**config.mk**
```make
export PLATFORM = sky130hd
export DESIGN_NAME = scaled_decimal_divider_flat
export DESIGN_NICKNAME = d
export VERILOG_FILES = /design/src/rtl/sdd_pkg.sv /design/src/rtl/sdd_stream_if.sv /design/src/rtl/sdd_ctrl.sv /design/src/rtl/sdd_datapath.sv /design/src/rtl/scaled_decimal_divider.sv /design/src/flat_wrapper.sv
export SDC_FILE = /design/constraint.sdc
export NUM_CORES = 2
export LEC_CHECK = 0
export ABC_CLOCK_PERIOD_IN_PS = 25800
export BUFFER_PORTS_ARGS = -buffer_cell sky130_fd_sc_hd__buf_2
export CAP_MARGIN = 25
export CORE_MARGIN = 2
export CORE_UTILIZATION = 35
export DETAILED_ROUTE_END_ITERATION = 12
export GPL_TIMING_DRIVEN = 0
export SETUP_SLACK_MARGIN = 0.4
export SLEW_MARGIN = 20
export SYNTH_ARGS = -nofsm -noshare
export SYNTH_HDL_FRONTEND = slang
export SYNTH_HIERARCHICAL = 1
export SYNTH_SLANG_ARGS = --single-unit
```
**constraint.sdc**
```tcl
create_clock -name clk -period 25.8 [get_ports clk]
set_input_delay 3.87 -clock clk [delete_from_list [all_inputs] [get_ports clk]]
set_output_delay 3.87 -clock clk [all_outputs]
set_load 0.01 [all_outputs]
```
**src/rtl/sdd_pkg.sv**
```systemverilog
// ----------------------------------------------------------------------------
// Scaled decimal divider package
// Payload types, status codes and controller/datapath handshake structs.
// ----------------------------------------------------------------------------
package sdd_pkg;

  localparam int MANT_W  = 96;
  localparam int SCALE_W = 5;

  localparam logic [1:0] ST_OK       = 2'd0;
  localparam logic [1:0] ST_POS_OVF  = 2'd1;
  localparam logic [1:0] ST_NEG_OVF  = 2'd2;
  localparam logic [1:0] ST_DIV_ZERO = 2'd3;

  typedef struct packed {
    logic [63:0]        dividend_low;
    logic [31:0]        dividend_high;
    logic [SCALE_W-1:0] dividend_scale;
    logic               dividend_negative;
    logic [63:0]        divisor_low;
    logic [31:0]        divisor_high;
    logic [SCALE_W-1:0] divisor_scale;
    logic               divisor_negative;
  } operand_t;

  typedef struct packed {
    logic [63:0]        quotient_low;
    logic [31:0]        quotient_high;
    logic [SCALE_W-1:0] quotient_scale;
    logic               quotient_negative;
    logic [1:0]         status;
  } result_t;

  typedef struct packed {
    logic load;
    logic mul;
    logic div_step;
    logic eval_top;
    logic digit;
    logic eval_low;
    logic finish;
  } dp_cmd_t;

  typedef struct packed {
    logic trivial;
    logic mul_done;
    logic div_last;
    logic chunk_last;
    logic scale_zero;
    logic out_free;
  } dp_stat_t;

endpackage

```
**src/rtl/sdd_stream_if.sv**
```systemverilog
// ----------------------------------------------------------------------------
// Scaled decimal divider stream channel
// Valid/ready channel carrying one item per handshake.
// ----------------------------------------------------------------------------
interface sdd_stream_if #(parameter type payload_t = logic);
  logic     valid;
  logic     ready;
  payload_t payload;

  modport source (output valid, output payload, input ready);
  modport sink (input valid, input payload, output ready);
endinterface

```
**src/rtl/sdd_ctrl.sv**
```systemverilog
// ----------------------------------------------------------------------------
// Scaled decimal divider controller
// Sequences scaling, long division, digit reduction and result write.
// ----------------------------------------------------------------------------
module sdd_ctrl (
  input  logic             clk,
  input  logic             rst,
  input  logic             in_valid,
  output logic             in_ready,
  input  sdd_pkg::dp_stat_t stat,
  output sdd_pkg::dp_cmd_t  cmd
);
  import sdd_pkg::*;

  typedef enum logic [2:0] {
    S_IDLE, S_MUL, S_DIV, S_EVTOP, S_DIGIT, S_EVLOW, S_FIN
  } state_t;

  state_t state;

  always_ff @(posedge clk) begin
    if (rst) begin
      state <= S_IDLE;
    end else begin
      case (state)
        S_IDLE: begin
          if (in_valid) state <= S_MUL;
        end
        S_MUL: begin
          if (stat.trivial) state <= S_FIN;
          else if (stat.mul_done) state <= S_DIV;
        end
        S_DIV: begin
          if (stat.div_last) state <= S_EVTOP;
        end
        S_EVTOP: begin
          state <= stat.scale_zero ? S_FIN : S_DIGIT;
        end
        S_DIGIT: begin
          if (stat.chunk_last) state <= S_EVLOW;
        end
        S_EVLOW: begin
          state <= stat.scale_zero ? S_FIN : S_DIGIT;
        end
        S_FIN: begin
          if (stat.out_free) state <= S_IDLE;
        end
        default: state <= S_IDLE;
      endcase
    end
  end

  assign in_ready = (state == S_IDLE);

  always_comb begin
    cmd          = '0;
    cmd.load     = (state == S_IDLE) && in_valid;
    cmd.mul      = (state == S_MUL) && !stat.trivial && !stat.mul_done;
    cmd.div_step = (state == S_DIV);
    cmd.eval_top = (state == S_EVTOP);
    cmd.digit    = (state == S_DIGIT);
    cmd.eval_low = (state == S_EVLOW);
    cmd.finish   = (state == S_FIN) && stat.out_free;
  end

endmodule

```
**src/rtl/sdd_datapath.sv**
```systemverilog
// ----------------------------------------------------------------------------
// Scaled decimal divider datapath
// Wide numerator register, restoring divider, divide-by-ten digit reducer,
// round-half-even evaluation and result register.
// ----------------------------------------------------------------------------
module sdd_datapath #(
  parameter int MAX_SCALE = 28
) (
  input  logic               clk,
  input  logic               rst,
  input  sdd_pkg::dp_cmd_t   cmd,
  output sdd_pkg::dp_stat_t  stat,
  input  sdd_pkg::operand_t  in_payload,
  output sdd_pkg::result_t   out_payload,
  output logic               out_valid,
  input  logic               out_ready
);
  import sdd_pkg::*;

  localparam int NUM_W  = MANT_W + 8 * MAX_SCALE;
  localparam int CHUNKS = NUM_W / 8;
  localparam int MC_W   = $clog2(2 * MAX_SCALE + 1);
  localparam int BC_W   = $clog2(NUM_W);
  localparam int CC_W   = $clog2(CHUNKS);
  localparam logic [3:0] HALF_DIGIT = 4'd5;

  function automatic logic [7:0] div10(input logic [11:0] v);
    logic [24:0] p;
    p = {13'd0, v} * 25'd6554;
    return p[23:16];
  endfunction

  logic [NUM_W-1:0]   num;
  logic [MANT_W-1:0]  den;
  logic [MANT_W-1:0]  rem;
  logic [MC_W-1:0]    mul_cnt;
  logic [BC_W-1:0]    bit_cnt;
  logic [CC_W-1:0]    chunk_cnt;
  logic [3:0]         dr;
  logic               sticky;
  logic [SCALE_W-1:0] s_cur;
  logic [SCALE_W-1:0] s0;
  logic [MANT_W-1:0]  best;
  logic [SCALE_W-1:0] best_s;
  logic               found;
  logic               equal;
  logic               neg;
  logic               zdiv;
  logic               zdnd;

  logic [SCALE_W-1:0] sa, sb;
  logic [MANT_W:0]    trial;
  logic               trial_ge;
  logic [11:0]        cv;
  logic [7:0]         cq;
  logic [11:0]        cprod;
  logic [MANT_W:0]    rem2;
  logic               up, exact, fits, take;
  result_t            res_next;

  always_comb begin
    sa = (in_payload.dividend_scale > SCALE_W'(MAX_SCALE)) ?
         SCALE_W'(MAX_SCALE) : in_payload.dividend_scale;
    sb = (in_payload.divisor_scale > SCALE_W'(MAX_SCALE)) ?
         SCALE_W'(MAX_SCALE) : in_payload.divisor_scale;

    trial    = {rem, num[NUM_W-1]};
    trial_ge = trial >= {1'b0, den};

    cv    = {dr, num[NUM_W-1 -: 8]};
    cq    = div10(cv);
    cprod = {4'd0, cq} * 12'd10;

    rem2 = {rem, 1'b0};
    if (cmd.eval_top) begin
      up    = (rem2 > {1'b0, den}) || ((rem2 == {1'b0, den}) && num[0]);
      exact = (rem == '0);
    end else begin
      up    = (dr > HALF_DIGIT) || ((dr == HALF_DIGIT) && (sticky || num[0]));
      exact = !sticky && (dr == '0);
    end
    fits = (num[NUM_W-1:MANT_W] == '0) && !((&num[MANT_W-1:0]) && up);
    take = fits && (!found || ((s_cur >= s0) && exact));
  end

  always_ff @(posedge clk) begin
    if (rst) begin
      out_valid <= 1'b0;
      found     <= 1'b0;
      equal     <= 1'b0;
      zdiv      <= 1'b0;
      zdnd      <= 1'b0;
    end else begin
      if (cmd.load) begin
        num     <= {{(NUM_W-MANT_W){1'b0}}, in_payload.dividend_high,
                    in_payload.dividend_low};
        den     <= {in_payload.divisor_high, in_payload.divisor_low};
        rem     <= '0;
        zdiv    <= ({in_payload.divisor_high, in_payload.divisor_low} == '0);
        zdnd    <= ({in_payload.dividend_high, in_payload.dividend_low} == '0);
        neg     <= in_payload.dividend_negative ^ in_payload.divisor_negative;
        mul_cnt <= MC_W'(MAX_SCALE) + MC_W'(sb) - MC_W'(sa);
        s0      <= (sa > sb) ? (sa - sb) : '0;
        s_cur   <= SCALE_W'(MAX_SCALE);
        bit_cnt <= BC_W'(NUM_W - 1);
        found   <= 1'b0;
        equal   <= 1'b0;
      end
      if (cmd.mul) begin
        num     <= (num << 3) + (num << 1);
        mul_cnt <= mul_cnt - 1'b1;
      end
      if (cmd.div_step) begin
        rem     <= trial_ge ? MANT_W'(trial - {1'b0, den}) : trial[MANT_W-1:0];
        num     <= {num[NUM_W-2:0], trial_ge};
        bit_cnt <= bit_cnt - 1'b1;
      end
      if (cmd.digit) begin
        num       <= {num[NUM_W-9:0], cq};
        dr        <= 4'(cv - cprod);
        chunk_cnt <= chunk_cnt + 1'b1;
      end
      if (cmd.eval_top || cmd.eval_low) begin
        if (take) begin
          best   <= num[MANT_W-1:0] + MANT_W'(up);
          best_s <= s_cur;
        end
        found     <= found | fits;
        sticky    <= !exact;
        dr        <= '0;
        chunk_cnt <= '0;
        if (s_cur == '0) equal <= exact && (num == NUM_W'(1));
        else s_cur <= s_cur - 1'b1;
      end
      if (cmd.finish) begin
        out_valid <= 1'b1;
      end else if (out_ready) begin
        out_valid <= 1'b0;
      end
    end
  end

  always_comb begin
    res_next = '0;
    if (zdiv) begin
      res_next.status = ST_DIV_ZERO;
    end else if (zdnd) begin
      res_next.status = ST_OK;
    end else if (equal) begin
      res_next.quotient_low      = 64'd1;
      res_next.quotient_negative = neg;
    end else if (!found) begin
      res_next.status = neg ? ST_NEG_OVF : ST_POS_OVF;
    end else begin
      res_next.quotient_low      = best[63:0];
      res_next.quotient_high     = best[MANT_W-1:64];
      res_next.quotient_scale    = best_s;
      res_next.quotient_negative = neg && (best != '0);
    end
  end

  always_ff @(posedge clk) begin
    if (cmd.finish) begin
      out_payload <= res_next;
    end
  end

  always_comb begin
    stat.trivial    = zdiv || zdnd;
    stat.mul_done   = (mul_cnt == '0);
    stat.div_last   = (bit_cnt == '0);
    stat.chunk_last = (chunk_cnt == CC_W'(CHUNKS - 1));
    stat.scale_zero = (s_cur == '0);
    stat.out_free   = !out_valid || out_ready;
  end

endmodule

```
**src/rtl/scaled_decimal_divider.sv**
```systemverilog
// Zero divisor or zero dividend: scaling and division are skipped. One item in
//   flight at a time; the time is set by the bit-serial long division and the
//   byte-wide divide-by-ten.
// A finished item waits in the output register while the next one is taken.
// Reset: synchronous, active high; clears controller state and output valid.
// ----------------------------------------------------------------------------
// Scaled decimal divider
// Divides two 96-bit decimal numbers, rounding half to even.
// ----------------------------------------------------------------------------
module scaled_decimal_divider #(
  parameter int MAX_SCALE = 28
) (
  input  logic          clk,
  input  logic          rst,
  sdd_stream_if.sink    operands,
  sdd_stream_if.source  result
);
  import sdd_pkg::*;

  dp_cmd_t  cmd;
  dp_stat_t stat;

  sdd_ctrl u_ctrl (
    .clk      (clk),
    .rst      (rst),
    .in_valid (operands.valid),
    .in_ready (operands.ready),
    .stat     (stat),
    .cmd      (cmd)
  );

  sdd_datapath #(.MAX_SCALE(MAX_SCALE)) u_datapath (
    .clk         (clk),
    .rst         (rst),
    .cmd         (cmd),
    .stat        (stat),
    .in_payload  (operands.payload),
    .out_payload (result.payload),
    .out_valid   (result.valid),
    .out_ready   (result.ready)
  );

`ifndef SYNTHESIS
  a_busy_after_accept: assert property (@(posedge clk) disable iff (rst)
    operands.valid && operands.ready |=> !operands.ready)
    else $error("input taken while an item is in progress");

  a_fault_clears: assert property (@(posedge clk) disable iff (rst)
    result.valid && (result.payload.status != ST_OK) |->
      (result.payload.quotient_low == '0) && (result.payload.quotient_high == '0) &&
      (result.payload.quotient_scale == '0) && !result.payload.quotient_negative)
    else $error("fault result carries a quotient");

  a_scale_range: assert property (@(posedge clk) disable iff (rst)
    result.valid |-> result.payload.quotient_scale <= SCALE_W'(MAX_SCALE))
    else $error("quotient scale out of range");

  a_finish_free: assert property (@(posedge clk) disable iff (rst)
    cmd.finish |-> (!result.valid || result.ready))
    else $error("result overwritten before it was taken");
`endif

endmodule
```
**src/flat_wrapper.sv**
```systemverilog
// flat-port wrapper written by rule: the top's interface ports become plain ports
module scaled_decimal_divider_flat import sdd_pkg::*;
#(
  parameter int MAX_SCALE = 28
)
  (clk, rst, operands_valid, operands_payload, operands_ready, result_valid, result_payload, result_ready);
  sdd_stream_if operands_i ();
  sdd_stream_if result_i ();
  input  logic clk;
  input  logic rst;
  input wire logic [$bits(operands_i.valid)-1:0] operands_valid;
  input wire logic [$bits(operands_i.payload)-1:0] operands_payload;
  output wire logic [$bits(operands_i.ready)-1:0] operands_ready;
  output wire logic [$bits(result_i.valid)-1:0] result_valid;
  output wire logic [$bits(result_i.payload)-1:0] result_payload;
  input wire logic [$bits(result_i.ready)-1:0] result_ready;
  assign operands_i.valid = operands_valid;
  assign operands_i.payload = operands_payload;
  assign operands_ready = operands_i.ready;
  assign result_valid = result_i.valid;
  assign result_payload = result_i.payload;
  assign result_i.ready = result_ready;
  scaled_decimal_divider #(.MAX_SCALE(MAX_SCALE)) u_core (.clk(clk), .rst(rst), .operands(operands_i), .result(result_i));
endmodule
```
==> results.md <==
- The final critical path takes up 25.9% of the cycle.
- In this run the worst path has a maximum fanout of 7.
- During I/O placement, the number of pins put on the boundary was 8.
- Leaving out fill and tap cells, the most frequent cells in the layout are sky130_fd_sc_hd__a21oi_1 (1063), sky130_fd_sc_hd__nand2_1 (975), sky130_fd_sc_hd__o21ai_0 (750).
- The critical path capture point type is a register.
- The number of max-slew violations in the final report is 0.
- The post-route cell area is 69400 sq um.
- The transition at the pin with the smallest max-transition slack is 1.23 ns.
- The clock tree synthesis step divided the H-tree into 3 levels.
- Counting both buffers and inverters, the worst setup path holds a total of 1.
- Input and output buffers added on the ports amount to 7.
- The mean instance size in the synthesized netlist is 7.74 sq um.
- The post-synthesis cell count is 7907.
- Global routing consumed, over all layers together, 30.6% of the routing resources.
- The post-detailed-placement half-perimeter wirelength is 231000 um.
- The initial antenna violation count was 14.
- The maximum clock path buffer count is 3.
- Headroom to the max-slew limit came out at 17.4%.
- The run finished with clean final reports.
- Once the floorplan was initialized, standard cells occupied 35.2% of the core.
- Among cell families on the critical path, the largest total delay comes from compound AO/OA/AOI/OAI gates.
- Summing all placed instances gives a cell area of 66800 sq um.
- The worst setup path is of the register to register kind.
- The clock transition at the registers of the reported paths is 0.06 ns.
- Relative to the synthesized area, the layout overhead comes to 13.3%.
- The via count of the first global-routing pass came to 61.9k.
- The total congestion overflow is 0.
- In this run the post-CTS setup repair buffer count came out at 0.
- The number of synthesis warnings is 6.
- For this run, the share of the core covered by cells in the final layout is 39.9%.
- The pre-antenna-repair detailed-routing pass consisted of 6 iterations.
- Once the clock tree was built, the resizer swapped 0 gates to a different size.
- The arrival time reported for the critical path endpoint is 7.15 ns.
- TritonCTS built the clock tree.
- The cts-stage hold buffer count is 0.
- The clock buffer count from CTS is 78.
- The path type of the worst min-delay path is register to register.
- The buffer cell driving the clock tree root is sky130_fd_sc_hd__clkbuf_16.
- The initial detailed-routing violation count is 7193.
- The fraction of layout cells with a size suffix above 1 is 4.08%.
- The floorplan has 153 rows.
- At the later pin of the worst-skew pair, clock insertion delay measures 0.76 ns.
- Dividing the detail-routed wire length by the instance count gives 26.1 um.
- The delay of the slowest critical-path stage is 0.68 ns.
- The most common library cell in the layout ignoring fill and taps is sky130_fd_sc_hd__a21oi_1.
- The core area is 174000 sq um.
- Entering global routing, the biggest net connects 29 pins.
- The count of nets left with antenna violations after detail routing is 0.
- STA classifies the critical path startpoint as a register.
- The number of hold-slack violations in the final timing report is 0.
- The total wire length is 283000 um.
- For this block, the via count after detailed routing is 65.0k.
- Setup repair after global routing left no endpoint under its margin.
- The clock net sink count is 553.
- The critical path's slowest cell is sky130_fd_sc_hd__o21ai_1.
- The overall die height is 422 um.
- The netlist area before placement is 61200 sq um.
- The critical path goes through ha_1, buf_2, nand4_2, nor4_1, nand2_1, or2_1, o211a_1, o221ai_1, a31oi_1, nand3b_1, o21ai_1, a41oi_1, o41ai_2, a21oi_1, xnor2_1, o21ai_0.
- The number of nets in the layout is 9018.
- The chip width is 422 um.
- The global-route wire length before repair is 412000 um.
- In the routed design, unresolved DRC markers number 0.
- STA puts the critical path data required time at 26.27 ns.
- The area of the die is 178000 sq um.
- Across the run, the number of max-cap violations was 0.
- Setup violations remaining at the end of the flow were counted as 0.
- The placer's final routability congestion estimate is 1.06.
- Static timing analysis puts the maximum clock frequency at 0.150 GHz.
- The final worst clock skew is 0.0476 ns.
- The via density per instance is 5.99.
- The minimum clock period after layout is 6.68 ns.
==> per-stage QoR <==
step | TNS [ns] | worst slack [ns] | hold slack (ns) | std cells
global placement | -1258.07 | -4.02 | 0.471 | 10639
CTS | 0 | 19.26 | 0.483 | 10832
finish | 0 | 19.12 | 0.478 | 10840
detailed placement | 0 | 19.03 | 0.474 | 10692
floorplan | 0 | 4.96 | 0.434 | 8307
global route | 0 | 19.00 | 0.511 | 10836
==> layer usage <==
layer / vias to the layer above / global-route usage [%] / part of all wire (%)
met5: - / 0 / 0.022
met4: 10 / 15.1 / 5.7
met3: 640 / 5.28 / 8.0
met2: 2992 / 48.8 / 45
met1: 31160 / 39.9 / 42
li1: 30180 / - / -
==> final timing paths <==
| kind | from | end | slack (ns) | depth (start not counted) |
|---|---|---|---|---|
| worst min-delay path | u_core/u_datapath/found | u_core/u_datapath/found | 0.48 | 2 |
| worst max register to register | u_core/u_datapath/num[33] | u_core/u_datapath/num[262] | 19.12 | 16 |
| worst max-delay path | u_core/u_datapath/num[33] | u_core/u_datapath/num[262] | 19.12 | 16 |
| worst min register to register | u_core/u_datapath/found | u_core/u_datapath/found | 0.48 | 2 |
==> state kept, by name (all words and copies together) (netlist names) <==
name,count
u_core/u_datapath/out_valid,1
u_core/u_datapath/num,320
u_core/u_datapath/mul_cnt,6
u_core/u_datapath/out_payload,1
u_core/u_datapath/sticky,1
u_core/u_datapath/dr,4
u_core/u_datapath/equal,1
u_core/u_datapath/zdnd,1
u_core/u_ctrl/state,3
u_core/u_datapath/neg,1
u_core/u_datapath/rem,96
u_core/u_datapath/s_cur,5
u_core/u_datapath/zdiv,1
u_core/u_datapath/bit_cnt,9
u_core/u_datapath/chunk_cnt,6
u_core/u_datapath/found,1
u_core/u_datapath/den,96
==> area by class of cell <==
cell class                 instances  area, sq um
multi-input combinational       6895        43000
sequential                       553        16500
buffer                           410         1630
clock inverter                    47          460
inverter                         449         1690
antenna                            5         12.5
clock buffer                      93         2010
timing repair buffer              63         1090
fill                           18217       104000
tap                             2325         2910
==> worst reg2reg max path: stages, from the launching register on <==
cell                       delay (ns)
sky130_fd_sc_hd__edfxtp_1        0.59
sky130_fd_sc_hd__ha_1            0.37
sky130_fd_sc_hd__buf_2           0.18
sky130_fd_sc_hd__nand4_2         0.26
sky130_fd_sc_hd__nor4_1          0.65
sky130_fd_sc_hd__nand2_1         0.21
sky130_fd_sc_hd__or2_1           0.29
sky130_fd_sc_hd__o211a_1         0.19
sky130_fd_sc_hd__o221ai_1        0.53
sky130_fd_sc_hd__a31oi_1         0.40
sky130_fd_sc_hd__nand3b_1        0.48
sky130_fd_sc_hd__o21ai_1         0.68
sky130_fd_sc_hd__a41oi_1         0.55
sky130_fd_sc_hd__o41ai_2         0.57
sky130_fd_sc_hd__a21oi_1         0.22
sky130_fd_sc_hd__xnor2_1         0.18
sky130_fd_sc_hd__o21ai_0         0.10
Power is left out: the tool's default activity adds up to more than one toggle a clock period on the data nets, which glitch-free logic cannot reach.
